**src/rtl/core/square_spiral_index_generator_assert.svh**
```systemverilog
// assertion macros for the spiral generator rtl
`ifndef SQUARE_SPIRAL_INDEX_GENERATOR_ASSERT_SVH
`define SQUARE_SPIRAL_INDEX_GENERATOR_ASSERT_SVH

`ifndef NO_ASSERTIONS

// same-cycle implication, sampled on clock, off during reset
`define SSIG_ASSERT_NOW(lbl, ante, cons) \
   lbl: assert property (@(posedge clock) disable iff (reset) (ante) |-> (cons)) \
      else $error("spiral generator assertion failed");

// next-cycle implication, sampled on clock, off during reset
`define SSIG_ASSERT_NEXT(lbl, ante, cons) \
   lbl: assert property (@(posedge clock) disable iff (reset) (ante) |=> (cons)) \
      else $error("spiral generator assertion failed");

`else

`define SSIG_ASSERT_NOW(lbl, ante, cons)
`define SSIG_ASSERT_NEXT(lbl, ante, cons)

`endif

`endif

```
**src/rtl/core/ssig_pkg.sv**
```systemverilog
package ssig_pkg;

   // field widths of the streams and the register
   localparam int CENTER_W = 16;
   localparam int NEED_W   = 6;
   localparam int IDX_W    = 18;
   localparam int CFG_W    = 9;
   localparam int REQ_DATA_W = 24;
   localparam int RSP_DATA_W = 24;

   // defaults for the top level parameters
   localparam int MAX_STEPS_DEF     = 63;
   localparam int MAX_ROW_WIDTH_DEF = 256;

   // row width after reset
   localparam logic [CFG_W-1:0] ROW_WIDTH_RST = 9'd16;

   // walk direction
   typedef enum logic [1:0] {
      HEAD_RIGHT = 2'd0,
      HEAD_DOWN  = 2'd1,
      HEAD_LEFT  = 2'd2,
      HEAD_UP    = 2'd3
   } heading_type;

   // microprogram step address
   typedef logic [1:0] step_type;
   localparam step_type STEP_IDLE   = 2'd0;
   localparam step_type STEP_CENTER = 2'd1;
   localparam step_type STEP_WALK   = 2'd2;

   // branch condition of a control word
   typedef enum logic [1:0] {
      COND_ALWAYS = 2'd0,
      COND_ACCEPT = 2'd1,
      COND_LAST   = 2'd2
   } cond_type;

   // datapath controls of one step
   typedef struct packed {
      logic accept;
      logic emit;
      logic move;
   } ctl_type;

   // one control word
   typedef struct packed {
      ctl_type  ctl;
      cond_type cond;
      step_type jump_to;
      step_type next_to;
   } uword_type;

   // datapath status seen by the sequencer
   typedef struct packed {
      logic req_valid;
      logic slot_free;
      logic last;
   } status_type;

   // microprogram rom
   function automatic uword_type ucode(input step_type step);
      uword_type w;
      unique case (step)
         // wait for a request and load it
         STEP_IDLE:   w = '{ctl: '{accept: 1'b1, emit: 1'b0, move: 1'b0},
                            cond: COND_ACCEPT, jump_to: STEP_CENTER, next_to: STEP_IDLE};
         // emit the centre tile
         STEP_CENTER: w = '{ctl: '{accept: 1'b0, emit: 1'b1, move: 1'b0},
                            cond: COND_LAST, jump_to: STEP_IDLE, next_to: STEP_WALK};
         // one spiral step per cycle while the output register is free, until the count runs out
         STEP_WALK:   w = '{ctl: '{accept: 1'b0, emit: 1'b1, move: 1'b1},
                            cond: COND_LAST, jump_to: STEP_IDLE, next_to: STEP_WALK};
         default:     w = '{ctl: '{accept: 1'b0, emit: 1'b0, move: 1'b0},
                            cond: COND_ALWAYS, jump_to: STEP_IDLE, next_to: STEP_IDLE};
      endcase
      return w;
   endfunction

endpackage

```
**src/rtl/core/ssig_seq.sv**
```systemverilog
module ssig_seq (
   input  logic                clock,
   input  logic                reset,
   input  ssig_pkg::status_type status,
   output ssig_pkg::ctl_type    ctl
);

   ssig_pkg::step_type  pc_ff;
   ssig_pkg::step_type  pc_in;
   ssig_pkg::uword_type word;
   logic                take;
   logic                stall;

   // fetch the control word of this step
   assign word = ssig_pkg::ucode(pc_ff);
   assign ctl  = word.ctl;

   // branch condition
   always_comb begin
      unique case (word.cond)
         ssig_pkg::COND_ALWAYS: take = 1'b1;
         ssig_pkg::COND_ACCEPT: take = status.req_valid;
         ssig_pkg::COND_LAST:   take = status.last;
         default:               take = 1'b1;
      endcase
   end

   // hold the step while the output register is full
   assign stall = word.ctl.emit && !status.slot_free;

   // next step address
   always_comb begin
      priority if (stall) begin
         pc_in = pc_ff;
      end else if (take) begin
         pc_in = word.jump_to;
      end else begin
         pc_in = word.next_to;
      end
   end

   always_ff @(posedge clock) begin
      if (reset) begin
         pc_ff <= ssig_pkg::STEP_IDLE;
      end else begin
         pc_ff <= pc_in;
      end
   end

endmodule

```
**src/rtl/core/square_spiral_index_generator.sv**
```systemverilog
// Square spiral tile index generator. A request names a centre tile by its
// linear index and a count of spiral steps; the block returns the centre
// index, then the index of each tile on a square spiral going right, down
// (one row less), left and up with leg lengths 1,1,2,2,3,3 and so on, one
// transaction per tile, tlast on the final one. Indexes are row*width+col
// in 18-bit two's complement with no bounds check, so they may go negative
// or wrap. The row width register (csr) reads 0 as 1 and is capped at
// MAX_ROW_WIDTH; counts above MAX_STEPS are capped. Once the request is
// taken, the microcoded sequencer emits one index per cycle while the
// output register is free to take it; output backpressure holds the walk.
// A new request is taken only after the last index of the previous one
// has been loaded into the output register.
module square_spiral_index_generator #(
   parameter int MAX_STEPS     = ssig_pkg::MAX_STEPS_DEF,
   parameter int MAX_ROW_WIDTH = ssig_pkg::MAX_ROW_WIDTH_DEF
) (
   input  logic        clock,
   input  logic        reset,
   // request: [15:0] center_index, [21:16] tiles_needed, [23:22] zero
   input  logic        req_tvalid,
   output logic        req_tready,
   input  logic [23:0] req_tdata,
   // response: [17:0] tile_index, [23:18] zero
   output logic        rsp_tvalid,
   input  logic        rsp_tready,
   output logic [23:0] rsp_tdata,
   output logic        rsp_tlast,
   // row width register
   input  logic        csr_wen,
   input  logic [8:0]  csr_wdata
);

   localparam int STEP_W = $clog2(MAX_STEPS + 1);
   localparam int RUN_W  = $clog2(MAX_STEPS + 2);
   localparam int WID_W  = $clog2(MAX_ROW_WIDTH + 1);
   localparam int IDX_W  = ssig_pkg::IDX_W;

   ssig_pkg::ctl_type    ctl;
   ssig_pkg::status_type status;

   logic [ssig_pkg::CENTER_W-1:0] req_center;
   logic [ssig_pkg::NEED_W-1:0]   req_need;
   logic                          req_fire;
   logic                          slot_free;
   logic                          emit_go;
   logic                          move_go;
   logic                          last_now;
   logic [IDX_W-1:0]              idx_step;
   logic [IDX_W-1:0]              width_ext;
   logic [WID_W-1:0]              width_clamp;
   logic [STEP_W-1:0]             need_clamp;
   logic [RUN_W-1:0]              sir_inc;

   logic [ssig_pkg::CFG_W-1:0] row_width_ff, row_width_in;
   logic [WID_W-1:0]           width_ff, width_in;
   logic [IDX_W-1:0]           idx_ff, idx_in;
   logic [STEP_W-1:0]          steps_left_ff, steps_left_in;
   ssig_pkg::heading_type      heading_ff, heading_in;
   logic [RUN_W-1:0]           run_len_ff, run_len_in;
   logic [RUN_W-1:0]           sir_ff, sir_in;
   logic                       leg_ff, leg_in;
   logic                       rsp_valid_ff, rsp_valid_in;
   logic [IDX_W-1:0]           rsp_idx_ff, rsp_idx_in;
   logic                       rsp_last_ff, rsp_last_in;

   // request fields
   assign req_center = req_tdata[15:0];
   assign req_need   = req_tdata[21:16];

   // sequencer
   ssig_seq u_seq (
      .clock  (clock),
      .reset  (reset),
      .status (status),
      .ctl    (ctl)
   );

   assign req_tready = ctl.accept;
   assign req_fire   = req_tvalid && ctl.accept;
   assign slot_free  = !rsp_valid_ff || rsp_tready;
   assign emit_go    = ctl.emit && slot_free;
   assign move_go    = ctl.move && slot_free;
   assign last_now   = ctl.move ? (steps_left_ff == STEP_W'(1)) : (steps_left_ff == '0);

   assign status = '{req_valid: req_tvalid, slot_free: slot_free, last: last_now};

   // effective row width and step count
   always_comb begin
      priority if (row_width_ff == '0) begin
         width_clamp = WID_W'(1);
      end else if (32'(row_width_ff) > MAX_ROW_WIDTH) begin
         width_clamp = WID_W'(MAX_ROW_WIDTH);
      end else begin
         width_clamp = WID_W'(row_width_ff);
      end
      if (32'(req_need) > MAX_STEPS) begin
         need_clamp = STEP_W'(MAX_STEPS);
      end else begin
         need_clamp = STEP_W'(req_need);
      end
   end

   // index of the next tile: moving one column is +-1, one row is +-width
   assign width_ext = IDX_W'(width_ff);
   always_comb begin
      unique case (heading_ff)
         ssig_pkg::HEAD_RIGHT: idx_step = idx_ff + IDX_W'(1);
         ssig_pkg::HEAD_DOWN:  idx_step = idx_ff - width_ext;
         ssig_pkg::HEAD_LEFT:  idx_step = idx_ff - IDX_W'(1);
         ssig_pkg::HEAD_UP:    idx_step = idx_ff + width_ext;
         default:              idx_step = idx_ff;
      endcase
   end

   assign sir_inc = sir_ff + RUN_W'(1);

   // walk state
   always_comb begin
      row_width_in  = csr_wen ? csr_wdata : row_width_ff;
      width_in      = width_ff;
      idx_in        = idx_ff;
      steps_left_in = steps_left_ff;
      heading_in    = heading_ff;
      run_len_in    = run_len_ff;
      sir_in        = sir_ff;
      leg_in        = leg_ff;
      if (req_fire) begin
         width_in      = width_clamp;
         idx_in        = IDX_W'(req_center);
         steps_left_in = need_clamp;
         heading_in    = ssig_pkg::HEAD_RIGHT;
         run_len_in    = RUN_W'(1);
         sir_in        = '0;
         leg_in        = 1'b0;
      end else if (move_go) begin
         idx_in        = idx_step;
         steps_left_in = steps_left_ff - STEP_W'(1);
         if (sir_inc >= run_len_ff) begin
            sir_in     = '0;
            heading_in = ssig_pkg::heading_type'(heading_ff + 2'd1);
            leg_in     = !leg_ff;
            if (leg_ff) begin
               run_len_in = run_len_ff + RUN_W'(1);
            end
         end else begin
            sir_in = sir_inc;
         end
      end
   end

   // output register
   always_comb begin
      rsp_valid_in = rsp_valid_ff && !rsp_tready;
      rsp_idx_in   = rsp_idx_ff;
      rsp_last_in  = rsp_last_ff;
      if (emit_go) begin
         rsp_valid_in = 1'b1;
         rsp_idx_in   = ctl.move ? idx_step : idx_ff;
         rsp_last_in  = last_now;
      end
   end

   always_ff @(posedge clock) begin
      if (reset) begin
         row_width_ff  <= ssig_pkg::ROW_WIDTH_RST;
         steps_left_ff <= '0;
         heading_ff    <= ssig_pkg::HEAD_RIGHT;
         run_len_ff    <= RUN_W'(1);
         sir_ff        <= '0;
         leg_ff        <= 1'b0;
         rsp_valid_ff  <= 1'b0;
      end else begin
         row_width_ff  <= row_width_in;
         steps_left_ff <= steps_left_in;
         heading_ff    <= heading_in;
         run_len_ff    <= run_len_in;
         sir_ff        <= sir_in;
         leg_ff        <= leg_in;
         rsp_valid_ff  <= rsp_valid_in;
      end
   end

   // payload registers
   always_ff @(posedge clock) begin
      width_ff    <= width_in;
      idx_ff      <= idx_in;
      rsp_idx_ff  <= rsp_idx_in;
      rsp_last_ff <= rsp_last_in;
   end

   assign rsp_tvalid = rsp_valid_ff;
   assign rsp_tdata  = {(ssig_pkg::RSP_DATA_W - IDX_W)'(0), rsp_idx_ff};
   assign rsp_tlast  = rsp_last_ff;

   // checks
`include "square_spiral_index_generator_assert.svh"

   `SSIG_ASSERT_NOW(a_move_has_steps, ctl.move, steps_left_ff != '0)
   `SSIG_ASSERT_NOW(a_no_walk_after_last, rsp_valid_ff && rsp_last_ff, !ctl.move)
   `SSIG_ASSERT_NEXT(a_stall_holds_walk, ctl.move && !slot_free, $stable(idx_ff) && $stable(steps_left_ff))

endmodule

```
**config.mk**
```make
export PLATFORM = sky130hd
export DESIGN_NAME = square_spiral_index_generator
export DESIGN_NICKNAME = d
export VERILOG_FILES = /design/src/rtl/core/ssig_pkg.sv /design/src/rtl/core/ssig_seq.sv /design/src/rtl/core/square_spiral_index_generator.sv
export VERILOG_INCLUDE_DIRS = /design/src /design/src/rtl/core
export SDC_FILE = /design/constraint.sdc
export NUM_CORES = 1
export LEC_CHECK = 0
export BUFFER_PORTS_ARGS = -buffer_cell sky130_fd_sc_hd__buf_2
export CORE_AREA = 2 2 108 110
export CTS_BUF_LIST = sky130_fd_sc_hd__clkbuf_4 sky130_fd_sc_hd__clkbuf_8
export CTS_CLUSTER_SIZE = 28
export DETAILED_ROUTE_END_ITERATION = 16
export DIE_AREA = 0 0 110 112
export GPL_ROUTABILITY_DRIVEN = 0
export SLEW_MARGIN = 15
export SYNTH_ARGS = -nofsm -noshare
export SYNTH_HDL_FRONTEND = slang
export SYNTH_SLANG_ARGS = --single-unit
```
**constraint.sdc**
```tcl
create_clock -name clock -period 8.4 [get_ports clock]
set_input_delay 0.42 -clock clock [delete_from_list [all_inputs] [get_ports clock]]
set_output_delay 0.42 -clock clock [all_outputs]
set_load 0.05 [all_outputs]
```
==> summary.md <==
| Metric | Value |
|---|---|
| Status | finished clean |
| Max-cap viol count | 0 |
| Mapped Cells | 507 |
| CTS Buffer Depth | 2 |
| Number of global-route vias before repair | 3538 |
| Post-CTS Hold Fix Bufs | 0 |
| Setup Buffers After CTS | 0 |
| FP Rows | 39 |
| H-tree depth | 3 |
| Fmax | 246.5 MHz |
| CP arrival | 4.17 ns |
| DRT iter0 DRCs | 110 |
| Total Power | 1.165 mW |
| PwrDens | 213.3 mW/mm2 |
| Initial core utilization | 0.4396 |
| DRT antenna net count | 0 |
| Largest net degree at the start of global routing | 32 |
| Post-synth top area cell | edfxtp_1 |
| Port-buffer cells | 56 |
| Synth top area share | 0.2690 |
| RSZ-0062 raised after global routing | false |
| Synth Flop Type | edfxtp_1 |
| Clock slew at the register clock pins of the worst setup and hold paths | 0.09 ns |
| # nets final | 636 |
| Post-synthesis sequential area ratio | 0.4198 |
| #FFs+latches synth | 81 |
| TritonCTS Buffers | 9 |
| EDFF count, synth | 44 |
| Routed WL per cell | 13.75 um |
| Synth top area cells | edfxtp_1 (27%), dfxtp_1 (15%), ha_1 (10%) |
| Die H | 112 um |
| Crit path kind | reg2reg |
| Setup TNS | 0 ns |
| Crit path max fanout | 5 |
| Top-count cell post-synth | nor2_1 |
| Die width | 110 um |
| Worst skew pair latency | 0.35 ns |
| GRT Util Overall | 0.1639 |
| Sequential cell area | 0.002062 mm2 |
| CTS tree | done |
| Placed wire-length estimate | 7081 um |
| Antenna Cells | 0 |
| Async SR Flop Fraction | 0 |
| Mapped Area | 0.004912 mm2 |
| Worst hold path type | in2reg |
| Multi-input gate area | 0.002679 mm2 |
| Total Routed Length | 9697 um |
| Post-route minimum period | 4.057 ns |
| Slew headroom | 0.2442 |
| Number of failing hold endpoints at the final stage | 0 |
| Layout area overhead | 11.21% |
| Measured slew at the worst slew-check pin | 1.134 ns |
| First-pass GRT wire length | 16060 um |
| Maximum VDD drop | 0.09215 mV |
| Post-synth top cells | nor2_1 (55), a21oi_1 (49), edfxtp_1 (44), ha_1 (40), nand2_1 (38) |
| DR vias | 3686 |
| CTS root buf | clkbuf_8 |
| Total iterations of the first detailed-routing run | 4 |
| Yosys cell types | 46 |
| GRT Residual Overflow | 0 |
| Vias per cell | 5.228 |
| FILL cells | 1071 |
| Max-slew violations | 0 |
| Setup violators final | 0 |
| Layout cells sized above 1 | 0.1957 |
| Tcrit/Tclk final | 0.4830 |
| CORE AREA | 0.01117 mm2 |
| Mean post-synth cell area | 9.689 um2 |
| Die ar. | 0.01232 mm2 |
| CTS sink cnt | 81 |
| Antenna violations before repair | 0 |
| WP data required | 8.51 ns |
| Setup Skew | 0.008537 ns |
| Critical Path Source Type | flip-flop |
| I/O pin count | 65 |
| Drt drc | 0 |
| Worst setup EP type | flip-flop |
| Synth warnings | 0 |
| Post-CTS resize count | 0 |
| Leakage power | 2.185 nW |
[kinds of logic (layout without fill, tap and decap cells)]
| kind of cell | Yosys count | after routing | share of synthesized area |
|---|---|---|---|
| flip-flops | 81 | 81 | 0.4198 |
| buffers and inverters | 45 | 95 | 0.03922 |
| adder cells (fa/ha/maj) | 41 | 41 | 0.1060 |
| other | 1 | 6 | 0.0007634 |
| AND/OR/NAND/NOR | 163 | 163 | 0.1592 |
| multiplexers | 41 | 41 | 0.09093 |
| AO/OA/AOI/OAI | 101 | 101 | 0.1235 |
| XOR/XNOR | 34 | 34 | 0.06062 |
[worst max-delay path, cell delays in order (launching register included)]
cell and delay, ns:
edfxtp_1 0.44, inv_1 0.09, ha_1 0.20, nand2_1 0.09, or3_1 0.36, nor3_1 0.15, ha_1 0.26, a221oi_1 0.28
nor2_1 0.09, ha_1 0.37, nand2_1 0.12, or3_1 0.37, o21ai_0 0.41, a21oi_1 0.15, xnor2_1 0.17, mux2_2 0.27
[power breakdown]
group,switching [mW],internal [mW]
Combinational,0.243,0.130
Clock,0.142,0.113
Sequential,0.0336,0.503
Total,0.419,0.746
[cells in the final DEF, fill, tap and decap left out, drive strengths merged, types with 8 or more instances in the layout]
cell	count
nor3	10
nand2	38
a21o	9
xor2	12
nor4	8
mux2i	12
ha	40
mux2	29
clkbuf	10
o21ai	21
buf	58
and2	8
nand4	8
xnor2	22
inv	23
a21oi	49
nor2	57
nand3	11
edfxtp	44
dfxtp	37
[registers in the layout, indices dropped and copies added, names as in the netlist]
signal	cells
heading_ff	2
idx_ff	18
leg_ff	1
row_width_ff	9
rsp_idx_ff	18
rsp_tlast	1
rsp_tvalid	1
run_len_ff	7
sir_ff	7
steps_left_ff	6
u_seq.pc_ff	2
width_ff	9
[per-stage QoR]
stage	std cells	setup WS, ns	utilization	hold WS (ns)	cell area, um2
after CTS	705	4.339	0.4889	0.2582	5463
after floorplan	512	4.846	-	0.4444	4931
after detailed placement	689	4.347	0.4737	0.4693	5294
after global placement	689	4.426	0.4737	0.4548	5294
after global routing	705	4.092	0.4889	0.2505	5463
final	705	4.343	0.4889	0.2791	5463
[cell type report]
class / count / share of cell area
clock buffers: 10 / 0.02519
clock inverters: 6 / 0.005726
inverters: 21 / 0.01443
multi-input cells: 386 / 0.4904
flip-flops and latches: 81 / 0.3775
well taps: 143 / 0.03275
repair buffers: 58 / 0.05405
[metal layers]
metal,track usage,share of wire,up-vias
met4,0.05654,0.013,0
met2,0.2626,0.47,68
met3,0.04040,0.036,10
met1,0.2142,0.48,1701
met5,0,0,-
li1,-,-,1907
[path summary, 6_finish.rpt]
| check | from | to | slack [ns] | cells after the start |
|---|---|---|---|---|
| worst max-delay path | width_ff[0]$_SDFFCE_PN1P_ | idx_ff[15]$_DFFE_PP_ | 4.34 | 15 |
| worst min-delay path | csr_wdata[4] | row_width_ff[4]$_SDFFE_PP1P_ | 0.28 | 2 |
| worst max register to register | width_ff[0]$_SDFFCE_PN1P_ | idx_ff[15]$_DFFE_PP_ | 4.34 | 15 |
| worst min register to register | idx_ff[16]$_SDFFE_PP0P_ | idx_ff[16]$_SDFFE_PP0P_ | 0.48 | 2 |
Power figures use the tool's default switching activity.
